--- config.mk ---
export PLATFORM = sky130hd
export DESIGN_NAME = timed_hit_event_builder
export DESIGN_NICKNAME = d
export VERILOG_FILES = /design/src/rtl/tbeb_pkg.sv /design/src/rtl/tbeb_calib.sv /design/src/rtl/tbeb_hit_mem.sv /design/src/rtl/timed_hit_event_builder.sv
export SDC_FILE = /design/constraint.sdc
export NUM_CORES = 2
export LEC_CHECK = 0
export BUFFER_PORTS_ARGS = -buffer_cell sky130_fd_sc_hd__buf_2
export CORE_ASPECT_RATIO = 0.8
export CORE_MARGIN = 2
export CORE_UTILIZATION = 31
export DETAILED_ROUTE_END_ITERATION = 16
export SLEW_MARGIN = 0
export SYNTH_ARGS = -nofsm -noshare
export SYNTH_HDL_FRONTEND = slang
export SYNTH_HIERARCHICAL = 1
export SYNTH_SLANG_ARGS = --single-unit
--- constraint.sdc ---
create_clock -name clock -period 18.1 [get_ports clock]
set_clock_uncertainty 0.15 [all_clocks]
set_input_delay 3.62 -clock clock [delete_from_list [all_inputs] [get_ports clock]]
set_output_delay 3.62 -clock clock [all_outputs]
set_load 0.02 [all_outputs]
--- src/rtl/tbeb_pkg.sv ---
// ----------------------------------------------------------------------------
// Timed hit event builder package
// Transfer types, hit memory entry and register codes.
// ----------------------------------------------------------------------------
`default_nettype none

package tbeb_pkg;

   localparam int CSR_INDEX_W = 3;
   localparam int CSR_DATA_W  = 64;

   localparam logic [CSR_INDEX_W-1:0] CSR_EVENT_WINDOW = 3'd0;
   localparam logic [CSR_INDEX_W-1:0] CSR_CALIB_CH0    = 3'd1;

   localparam logic [31:0] WINDOW_RESET = 32'd1000;
   localparam logic [63:0] CALIB_RESET  = 64'h0001_0000_0000_0000;

   localparam logic OP_HIT   = 1'b0;
   localparam logic OP_FLUSH = 1'b1;

   typedef struct packed {
      logic        op;
      logic [1:0]  hit_channel;
      logic [15:0] adc_energy;
      logic [31:0] time_high;
      logic [31:0] time_low;
   } req_type;

   typedef struct packed {
      logic [1:0]         out_channel;
      logic [15:0]        out_adc_energy;
      logic signed [31:0] calibrated_energy;
      logic [31:0]        out_time_high;
      logic [31:0]        out_time_low;
      logic [4:0]         event_size;
      logic               last_of_event;
      logic               hits_dropped;
   } rsp_type;

   typedef struct packed {
      logic [1:0]  channel;
      logic [15:0] adc;
      logic [31:0] calibrated;
      logic [63:0] time_stamp;
   } hit_entry_type;

endpackage

`default_nettype wire

--- src/rtl/tbeb_calib.sv ---
// ----------------------------------------------------------------------------
// Energy calibration unit
// Registered adc * gain, then offset add, truncation toward zero and
// saturation to a signed 32-bit value (Q16.16 gain and offset).
// ----------------------------------------------------------------------------
`default_nettype none

module tbeb_calib (
   input  wire logic               clock,
   input  wire logic               load,
   input  wire logic [15:0]        adc,
   input  wire logic signed [31:0] gain,
   input  wire logic signed [31:0] offset,
   input  wire logic               zero,
   output logic signed [31:0]      result
);

   logic signed [48:0] product_in;
   logic signed [48:0] product_ff;
   logic signed [31:0] offset_ff;
   logic               zero_ff;
   logic signed [48:0] sum;
   logic signed [32:0] floor_part;
   logic signed [32:0] whole;

   assign product_in = $signed({1'b0, adc}) * gain;

   always_ff @(posedge clock) begin
      if (load) begin
         product_ff <= product_in;
         offset_ff  <= offset;
         zero_ff    <= zero;
      end
   end

   assign sum        = product_ff + {{17{offset_ff[31]}}, offset_ff};
   assign floor_part = sum[48:16];
   assign whole      = floor_part + 33'(sum[48] && (sum[15:0] != 16'd0));

   always_comb begin
      priority if (zero_ff) begin
         result = '0;
      end else if (whole[32] != whole[31]) begin
         result = whole[32] ? 32'sh8000_0000 : 32'sh7FFF_FFFF;
      end else begin
         result = whole[31:0];
      end
   end

endmodule

`default_nettype wire

--- src/rtl/tbeb_hit_mem.sv ---
// ----------------------------------------------------------------------------
// Hit memory
// One write port, one read port with registered read data.
// ----------------------------------------------------------------------------
`default_nettype none

module tbeb_hit_mem #(
   parameter int DEPTH  = 16,
   parameter int ADDR_W = 4
) (
   input  wire logic                   clock,
   input  wire logic                   wr_en,
   input  wire logic [ADDR_W-1:0]      wr_addr,
   input  wire tbeb_pkg::hit_entry_type wr_data,
   input  wire logic                   rd_en,
   input  wire logic [ADDR_W-1:0]      rd_addr,
   output tbeb_pkg::hit_entry_type     rd_data
);

   tbeb_pkg::hit_entry_type hit_mem_ff [DEPTH];
   tbeb_pkg::hit_entry_type rd_data_ff;

   always_ff @(posedge clock) begin
      if (wr_en) begin
         hit_mem_ff[wr_addr] <= wr_data;
      end
   end

   always_ff @(posedge clock) begin
      if (rd_en) begin
         rd_data_ff <= hit_mem_ff[rd_addr];
      end
   end

   assign rd_data = rd_data_ff;

endmodule

`default_nettype wire

--- src/rtl/timed_hit_event_builder.sv ---
// ----------------------------------------------------------------------------
// Timed hit event builder
// Groups detector hits into coincidence events, calibrates each hit and
// sends every stored hit of a closed event as one result.
//
//   channel   direction  handshake              payload
//   req       in         req_valid / req_stall  tbeb_pkg::req_type
//   rsp       out        rsp_valid / rsp_stall  tbeb_pkg::rsp_type
//   csr       in         csr_write              csr_index, csr_wdata
//
// A hit that joins or opens an event goes through the transfer plus the
// multiply, then the offset add and the write into the hit memory.
// Closing an event reads each stored hit from the memory, one read at a time,
// then loads it into the output register; a flush with nothing open stays idle.
// Reset clears control state and loads register defaults; no clearing pass.
// rsp_stall holds the output register and pauses memory reads.
// ----------------------------------------------------------------------------
`default_nettype none

module timed_hit_event_builder #(
   parameter int MAX_HITS     = 16,
   parameter int NUM_CHANNELS = 4
) (
   input  wire logic                                clock,
   input  wire logic                                reset,
   input  wire logic                                req_valid,
   output logic                                     req_stall,
   input  wire tbeb_pkg::req_type                   req_data,
   output logic                                     rsp_valid,
   input  wire logic                                rsp_stall,
   output tbeb_pkg::rsp_type                        rsp_data,
   input  wire logic                                csr_write,
   input  wire logic [tbeb_pkg::CSR_INDEX_W-1:0]    csr_index,
   input  wire logic [tbeb_pkg::CSR_DATA_W-1:0]     csr_wdata
);

   localparam int CNT_W  = $clog2(MAX_HITS + 1);
   localparam int ADDR_W = (MAX_HITS > 1) ? $clog2(MAX_HITS) : 1;
   localparam int CH_W   = (NUM_CHANNELS > 1) ? $clog2(NUM_CHANNELS) : 1;

   typedef enum logic [1:0] {ST_IDLE, ST_EMIT, ST_STORE} state_type;

   logic [31:0] window_ff;
   logic [63:0] calib_ff [NUM_CHANNELS];

   state_type               state_ff, state_in;
   tbeb_pkg::req_type       hit_ff, hit_in;
   logic                    open_ff, open_in;
   logic [CNT_W-1:0]        stored_ff, stored_in;
   logic                    overflow_ff, overflow_in;
   logic [63:0]             start_ff, start_in;
   logic [CNT_W-1:0]        rd_idx_ff, rd_idx_in;
   logic                    rd_pend_ff, rd_pend_in;
   logic                    pend_last_ff, pend_last_in;
   logic                    rsp_valid_ff, rsp_valid_in;
   tbeb_pkg::rsp_type       rsp_ff, rsp_in;

   logic                    accept;
   logic [63:0]             req_time;
   logic                    joins;
   logic                    has_event;
   logic                    rsp_free;
   logic                    rd_more;
   logic                    issue;
   logic                    stored_full;
   logic [CNT_W-1:0]        rd_next;

   logic                    mem_we;
   tbeb_pkg::hit_entry_type mem_wdata;
   tbeb_pkg::hit_entry_type mem_rdata;

   logic                    ch_ok;
   logic [63:0]             calib_sel;
   logic signed [31:0]      calib_result;

   // configuration registers
   always_ff @(posedge clock) begin
      if (reset) begin
         window_ff <= tbeb_pkg::WINDOW_RESET;
      end else if (csr_write && csr_index == tbeb_pkg::CSR_EVENT_WINDOW) begin
         window_ff <= csr_wdata[31:0];
      end
   end

   for (genvar c = 0; c < NUM_CHANNELS; c++) begin : g_calib_reg
      always_ff @(posedge clock) begin
         if (reset) begin
            calib_ff[c] <= tbeb_pkg::CALIB_RESET;
         end else if (csr_write &&
                      csr_index == tbeb_pkg::CSR_INDEX_W'(tbeb_pkg::CSR_CALIB_CH0 + c)) begin
            calib_ff[c] <= csr_wdata;
         end
      end
   end

   // calibration of the incoming hit
   assign ch_ok     = {1'b0, req_data.hit_channel} < 3'(NUM_CHANNELS);
   assign calib_sel = ch_ok ? calib_ff[req_data.hit_channel[CH_W-1:0]] : '0;

   tbeb_calib u_calib (
      .clock  (clock),
      .load   (accept),
      .adc    (req_data.adc_energy),
      .gain   ($signed(calib_sel[63:32])),
      .offset ($signed(calib_sel[31:0])),
      .zero   (!ch_ok),
      .result (calib_result)
   );

   // hit memory
   assign mem_wdata.channel    = hit_ff.hit_channel;
   assign mem_wdata.adc        = hit_ff.adc_energy;
   assign mem_wdata.calibrated = calib_result;
   assign mem_wdata.time_stamp = {hit_ff.time_high, hit_ff.time_low};

   tbeb_hit_mem #(
      .DEPTH  (MAX_HITS),
      .ADDR_W (ADDR_W)
   ) u_hit_mem (
      .clock   (clock),
      .wr_en   (mem_we),
      .wr_addr (stored_ff[ADDR_W-1:0]),
      .wr_data (mem_wdata),
      .rd_en   (issue),
      .rd_addr (rd_idx_ff[ADDR_W-1:0]),
      .rd_data (mem_rdata)
   );

   // control
   assign req_stall   = (state_ff != ST_IDLE);
   assign accept      = req_valid && !req_stall;
   assign req_time    = {req_data.time_high, req_data.time_low};
   assign joins       = (req_time < start_ff) || ((req_time - start_ff) < {32'd0, window_ff});
   assign has_event   = (stored_ff != '0);
   assign rsp_free    = !rsp_valid_ff || !rsp_stall;
   assign rd_more     = (rd_idx_ff != stored_ff);
   assign issue       = (state_ff == ST_EMIT) && rd_more && !rd_pend_ff && rsp_free;
   assign stored_full = (stored_ff == CNT_W'(MAX_HITS));
   assign rd_next     = rd_idx_ff + CNT_W'(1);

   always_comb begin
      state_in     = state_ff;
      hit_in       = hit_ff;
      open_in      = open_ff;
      stored_in    = stored_ff;
      overflow_in  = overflow_ff;
      start_in     = start_ff;
      rd_idx_in    = rd_idx_ff;
      rd_pend_in   = issue;
      pend_last_in = pend_last_ff;
      rsp_valid_in = rsp_valid_ff;
      rsp_in       = rsp_ff;
      mem_we       = 1'b0;

      if (rsp_valid_ff && !rsp_stall) begin
         rsp_valid_in = 1'b0;
      end
      if (rd_pend_ff) begin
         rsp_valid_in             = 1'b1;
         rsp_in.out_channel       = mem_rdata.channel;
         rsp_in.out_adc_energy    = mem_rdata.adc;
         rsp_in.calibrated_energy = $signed(mem_rdata.calibrated);
         rsp_in.out_time_high     = mem_rdata.time_stamp[63:32];
         rsp_in.out_time_low      = mem_rdata.time_stamp[31:0];
         rsp_in.event_size        = 5'(stored_ff);
         rsp_in.last_of_event     = pend_last_ff;
         rsp_in.hits_dropped      = overflow_ff;
      end
      if (issue) begin
         rd_idx_in    = rd_next;
         pend_last_in = (rd_next == stored_ff);
      end

      unique case (state_ff)
         ST_IDLE: begin
            if (accept) begin
               hit_in = req_data;
               if (req_data.op == tbeb_pkg::OP_FLUSH) begin
                  if (has_event) begin
                     state_in = ST_EMIT;
                  end
               end else if (!has_event || joins) begin
                  open_in  = !has_event;
                  state_in = ST_STORE;
               end else begin
                  open_in  = 1'b1;
                  state_in = ST_EMIT;
               end
            end
         end
         ST_EMIT: begin
            if (!rd_more && !rd_pend_ff) begin
               stored_in   = '0;
               overflow_in = 1'b0;
               rd_idx_in   = '0;
               state_in    = (hit_ff.op == tbeb_pkg::OP_FLUSH) ? ST_IDLE : ST_STORE;
            end
         end
         ST_STORE: begin
            if (open_ff) begin
               start_in = {hit_ff.time_high, hit_ff.time_low};
            end
            if (stored_full) begin
               overflow_in = 1'b1;
            end else begin
               mem_we    = 1'b1;
               stored_in = stored_ff + CNT_W'(1);
            end
            state_in = ST_IDLE;
         end
         default: begin
            state_in = ST_IDLE;
         end
      endcase
   end

   always_ff @(posedge clock) begin
      if (reset) begin
         state_ff     <= ST_IDLE;
         open_ff      <= 1'b0;
         stored_ff    <= '0;
         overflow_ff  <= 1'b0;
         start_ff     <= '0;
         rd_idx_ff    <= '0;
         rd_pend_ff   <= 1'b0;
         rsp_valid_ff <= 1'b0;
      end else begin
         state_ff     <= state_in;
         open_ff      <= open_in;
         stored_ff    <= stored_in;
         overflow_ff  <= overflow_in;
         start_ff     <= start_in;
         rd_idx_ff    <= rd_idx_in;
         rd_pend_ff   <= rd_pend_in;
         rsp_valid_ff <= rsp_valid_in;
      end
      hit_ff       <= hit_in;
      pend_last_ff <= pend_last_in;
      rsp_ff       <= rsp_in;
   end

   assign rsp_valid = rsp_valid_ff;
   assign rsp_data  = rsp_ff;

endmodule

`default_nettype wire

==> flow_metrics.env <==
export IMPL_grt_pass1_vias=71800
export IMPL_drcViolationCount=0
export IMPL_cts_tree="built"
export IMPL_port_buffers=277
export IMPL_multi_input_area_mm2=0.0422
export IMPL_antenna_found_initial=67
export IMPL_pin_count=278
export IMPL_max_cap_violations=0
export IMPL_p_int_w=0.0154
export IMPL_rrSetupSlack_ps=9450
export IMPL_slew_violations=0
export IMPL_synth_flop_cell="edfxtp_1"
export IMPL_ys_ff_latch=2593
export IMPL_crit_family="adder cells"
export IMPL_initial_utilization_pct=31.1
export IMPL_hold_slack_ps=212
export IMPL_cp_end_kind="flip-flop"
export IMPL_vias=69700
export IMPL_grt_max_degree=134
export IMPL_path_max_fanout=32
export IMPL_holdCritStartpoint="u_hit_mem/rd_data[108]"
export IMPL_seqPwrFrac_pct=31.5
export IMPL_period_minus_slack_ps=11820
export IMPL_worstSetupEndpoint="u_calib/product_ff[47]"
export IMPL_cts_root_buf="clkbuf_16"
export IMPL_die_w_um=709
export IMPL_num_rows=207
export IMPL_place_area_mm2=0.131
export IMPL_grt_ovfl_total=0
export IMPL_r2r_end="u_calib/product_ff[47]"
export IMPL_die_h_um=568
export IMPL_cts_buffers=280
export IMPL_cp_data_arrival_time_ps=12220
export IMPL_rr_worst_depth=26
export IMPL_reg2reg_from="calib_ff[3][37]"
export IMPL_final_antenna_net_count=0
export IMPL_grt_setup_unrepaired="no"
export IMPL_fp_coreArea_mm2=0.397
export IMPL_grt_usage_pct=16.6
export IMPL_synth_avg_cell_area_um2=15.6
export IMPL_cts_buffer_depth=4
export IMPL_fill_cells=37300
export IMPL_layout_setup_ws_ps=6280
export IMPL_cp_startpoint="req_data[80]"
export IMPL_post_dp_hpwl_mm=213
export IMPL_finalSetupViolCount=0
export IMPL_area_growth_pct=13.2
export IMPL_cp_common_cell="fa_1"
export IMPL_async_reset_ff_share_pct=0
export IMPL_cts_hold_buf=0
export IMPL_pwr_share_clk_pct=22.7
export IMPL_top_layer="met5"
export IMPL_slowest_delay_ps=810
export IMPL_cp_num_cells=27
export IMPL_gp_congestion=0.898
export IMPL_combPwrFrac_pct=45.8
export IMPL_grt_first_pass_wirelength_mm=499
export IMPL_clkLatencyLatePin_ps=880
export IMPL_ys_seq_area_share_pct=62.3
export IMPL_ir_drop_v=0.000369
export IMPL_max_freq_ghz=0.0846
export IMPL_post_route_period_util_pct=65.3
export IMPL_syn_nets=8798
export IMPL_synth_distinct_cells=114
export IMPL_hold_path_class="flip-flop to flip-flop"
export IMPL_synth_edf_count=2481
export IMPL_synth_cells=7887
export IMPL_final_setup_tns_ps=0
export IMPL_outcome="completed"
export IMPL_via_per_inst=5.08
export IMPL_worstSetupPathType="input pin to flip-flop"
export IMPL_tightest_slew_ps=1390
export IMPL_drtPass1Iterations=7
export IMPL_pre_cts_slack_ps=5420
export IMPL_first_iter_violations=6573
export IMPL_drive_gt1_share_pct=16.9
export IMPL_regArea_mm2=0.0768
export IMPL_htree_num_levels=5
export IMPL_route_met2_wl_mm=162
export IMPL_worstPathRequired_ps=18510
export IMPL_crit_buf_inv=5
export IMPL_cp_start_kind="input pin"
export IMPL_die_area_mm2=0.402
export IMPL_finalWirelength_mm=342
export IMPL_power_switching_w=0.00930
export IMPL_p_leak_nw=47.6
export IMPL_fin_area_mm2=0.139
export IMPL_cts_repair_resized=0
export IMPL_drt_met1_wl_mm=150
export IMPL_postCtsSetupBuffers=0
export IMPL_ys_warnings_count=6
export IMPL_met3WireLength_mm=21.2
export IMPL_wl_per_cell_um=24.9
export IMPL_cts_sinks=2593
export IMPL_relSlewSlack_pct=5.96
export IMPL_power_density_mw_per_mm2=177
export IMPL_swShare_pct=37.7
export IMPL_fin_nets=9085
export IMPL_final_hold_viol_count=0
export IMPL_syn_area_mm2=0.123
export IMPL_cp_slowest_cell="mux4_2"
export IMPL_path_clk_slew_ps=60
==> flip-flops by register name (all words and copies together) (netlist names) <==
| signal | count |
|---|---|
| pend_last_ff | 1 |
| u_calib/product_ff | 49 |
| rd_pend_ff | 1 |
| u_hit_mem/rd_data | 114 |
| rd_idx_ff | 5 |
| u_calib/zero_ff | 1 |
| u_calib/offset_ff | 32 |
| open_ff | 1 |
| rsp_valid | 1 |
| hit_ff | 83 |
| stored_ff | 5 |
| rsp_data | 121 |
| u_hit_mem/hit_mem_ff | 1824 |
| window_ff | 32 |
| calib_ff | 256 |
| state_ff | 2 |
| overflow_ff | 1 |
| start_ff | 64 |
==> cell usage after synthesis (36+ instances only) <==
cell	number	area (um2)
edfxtp_1	2481	74500
nand2_1	740	2780
inv_1	714	2680
mux4_2	520	11700
and2_1	499	3120
fa_1	491	9830
a21oi_1	287	1440
ha_1	265	3320
a22oi_1	231	1730
clkbuf_1	219	822
nor2_1	206	773
o21ai_0	118	591
dfxtp_1	112	2240
xnor2_1	104	911
nand4_1	58	363
xor2_1	57	499
a21o_1	56	420
buf_1	53	199
nor3_1	47	235
buf_2	42	210
nand3_1	36	180
==> placed cells by master, fill, tap and decap left out, types with 15 or more instances in the layout <==
cell,netlist,layout
o211ai_1,17,17
mux4_2,520,520
a21o_1,56,56
and2_1,499,497
inv_1,714,713
a22oi_1,231,231
nor2b_1,30,28
bufinv_16,0,19
a211oi_1,27,27
xnor2_1,104,103
clkbuf_16,0,288
ha_1,265,265
nor2_1,206,192
clkinvlp_4,0,15
buf_4,19,91
clkbuf_1,219,47
a211o_1,15,15
xor2_1,57,57
edfxtp_1,2481,2481
nor3_1,47,42
a21oi_1,287,287
maj3_2,20,20
o21a_1,28,28
clkinv_2,0,42
nand2_1,740,739
dfxtp_1,112,109
nand2b_1,29,28
o21ai_0,118,118
nand3_1,36,36
nand4_1,58,58
fa_1,491,491
o21bai_1,19,19
clkinv_1,0,51
a31oi_1,18,18
buf_2,42,274
and3_1,21,20
nor4_1,22,19
==> power groups by stage <==
stage / Combinational [W] / Sequential [W] / Clock (W)
global placement: 0.0111 / 0.00788 / 0
finish: 0.0113 / 0.00776 / 0.00561
detailed placement: 0.0113 / 0.00789 / 0
floorplan: 0.00823 / 0.00782 / 0
global route: 0.0128 / 0.00777 / 0.00595
CTS: 0.0114 / 0.00776 / 0.00573
==> logic make-up (layout without fill, tap and decap cells) <==
logic type / after synthesis / count (layout) / share of synthesized area [%]
buffers and inverters: 1085 / 1586 / 3.63
AOI/OAI and AO/OA: 963 / 963 / 5.24
other: 1 / 10 / 0.00304
muxes: 531 / 531 / 9.60
and+or+nand+nor: 1770 / 1770 / 7.15
xor gates and xnor gates: 162 / 162 / 1.16
DFF: 2593 / 2593 / 62.3
adders and majority gates: 782 / 782 / 10.9
==> per-stage QoR <==
stage / std cells / total power [W] / utilization [%]
after floorplan: 7887 / 0.0160 / -
after global placement: 13200 / 0.0189 / 32.9
after detailed placement: 13200 / 0.0192 / 32.9
after CTS: 13700 / 0.0248 / 35.2
after global routing: 13700 / 0.0265 / 35.2
final: 13700 / 0.0247 / 35.2
==> layer usage <==
| metal | global-route usage [%] | vias up |
|---|---|---|
| li1 | - | 29800 |
| met1 | 23.5 | 36800 |
| met2 | 27.2 | 2567 |
| met3 | 2.16 | 511 |
| met4 | 4.21 | 30 |
| met5 | 0 | - |
==> layout make-up <==
class,instances,share of cell area [%]
flip-flops and latches,2593,55.0
multi-input cells,4209,30.2
clock buffers,342,5.36
well taps,5329,4.78
inverters,714,1.93
repair buffers,376,1.63
clock inverters,154,1.01
diodes,9,0.0161
==> worst min path at each step <==
stage,endpoint,cells after the start,slack (ps)
final,rsp_data[115],0,210
after global routing,rsp_data[115],0,220
after CTS,rsp_data[115],0,220
after detailed placement,rsp_data[61],0,250
after global placement,rsp_data[41],0,260
after floorplan,rsp_data[100],0,250
No activity file was read; power rests on OpenSTA's default activity.
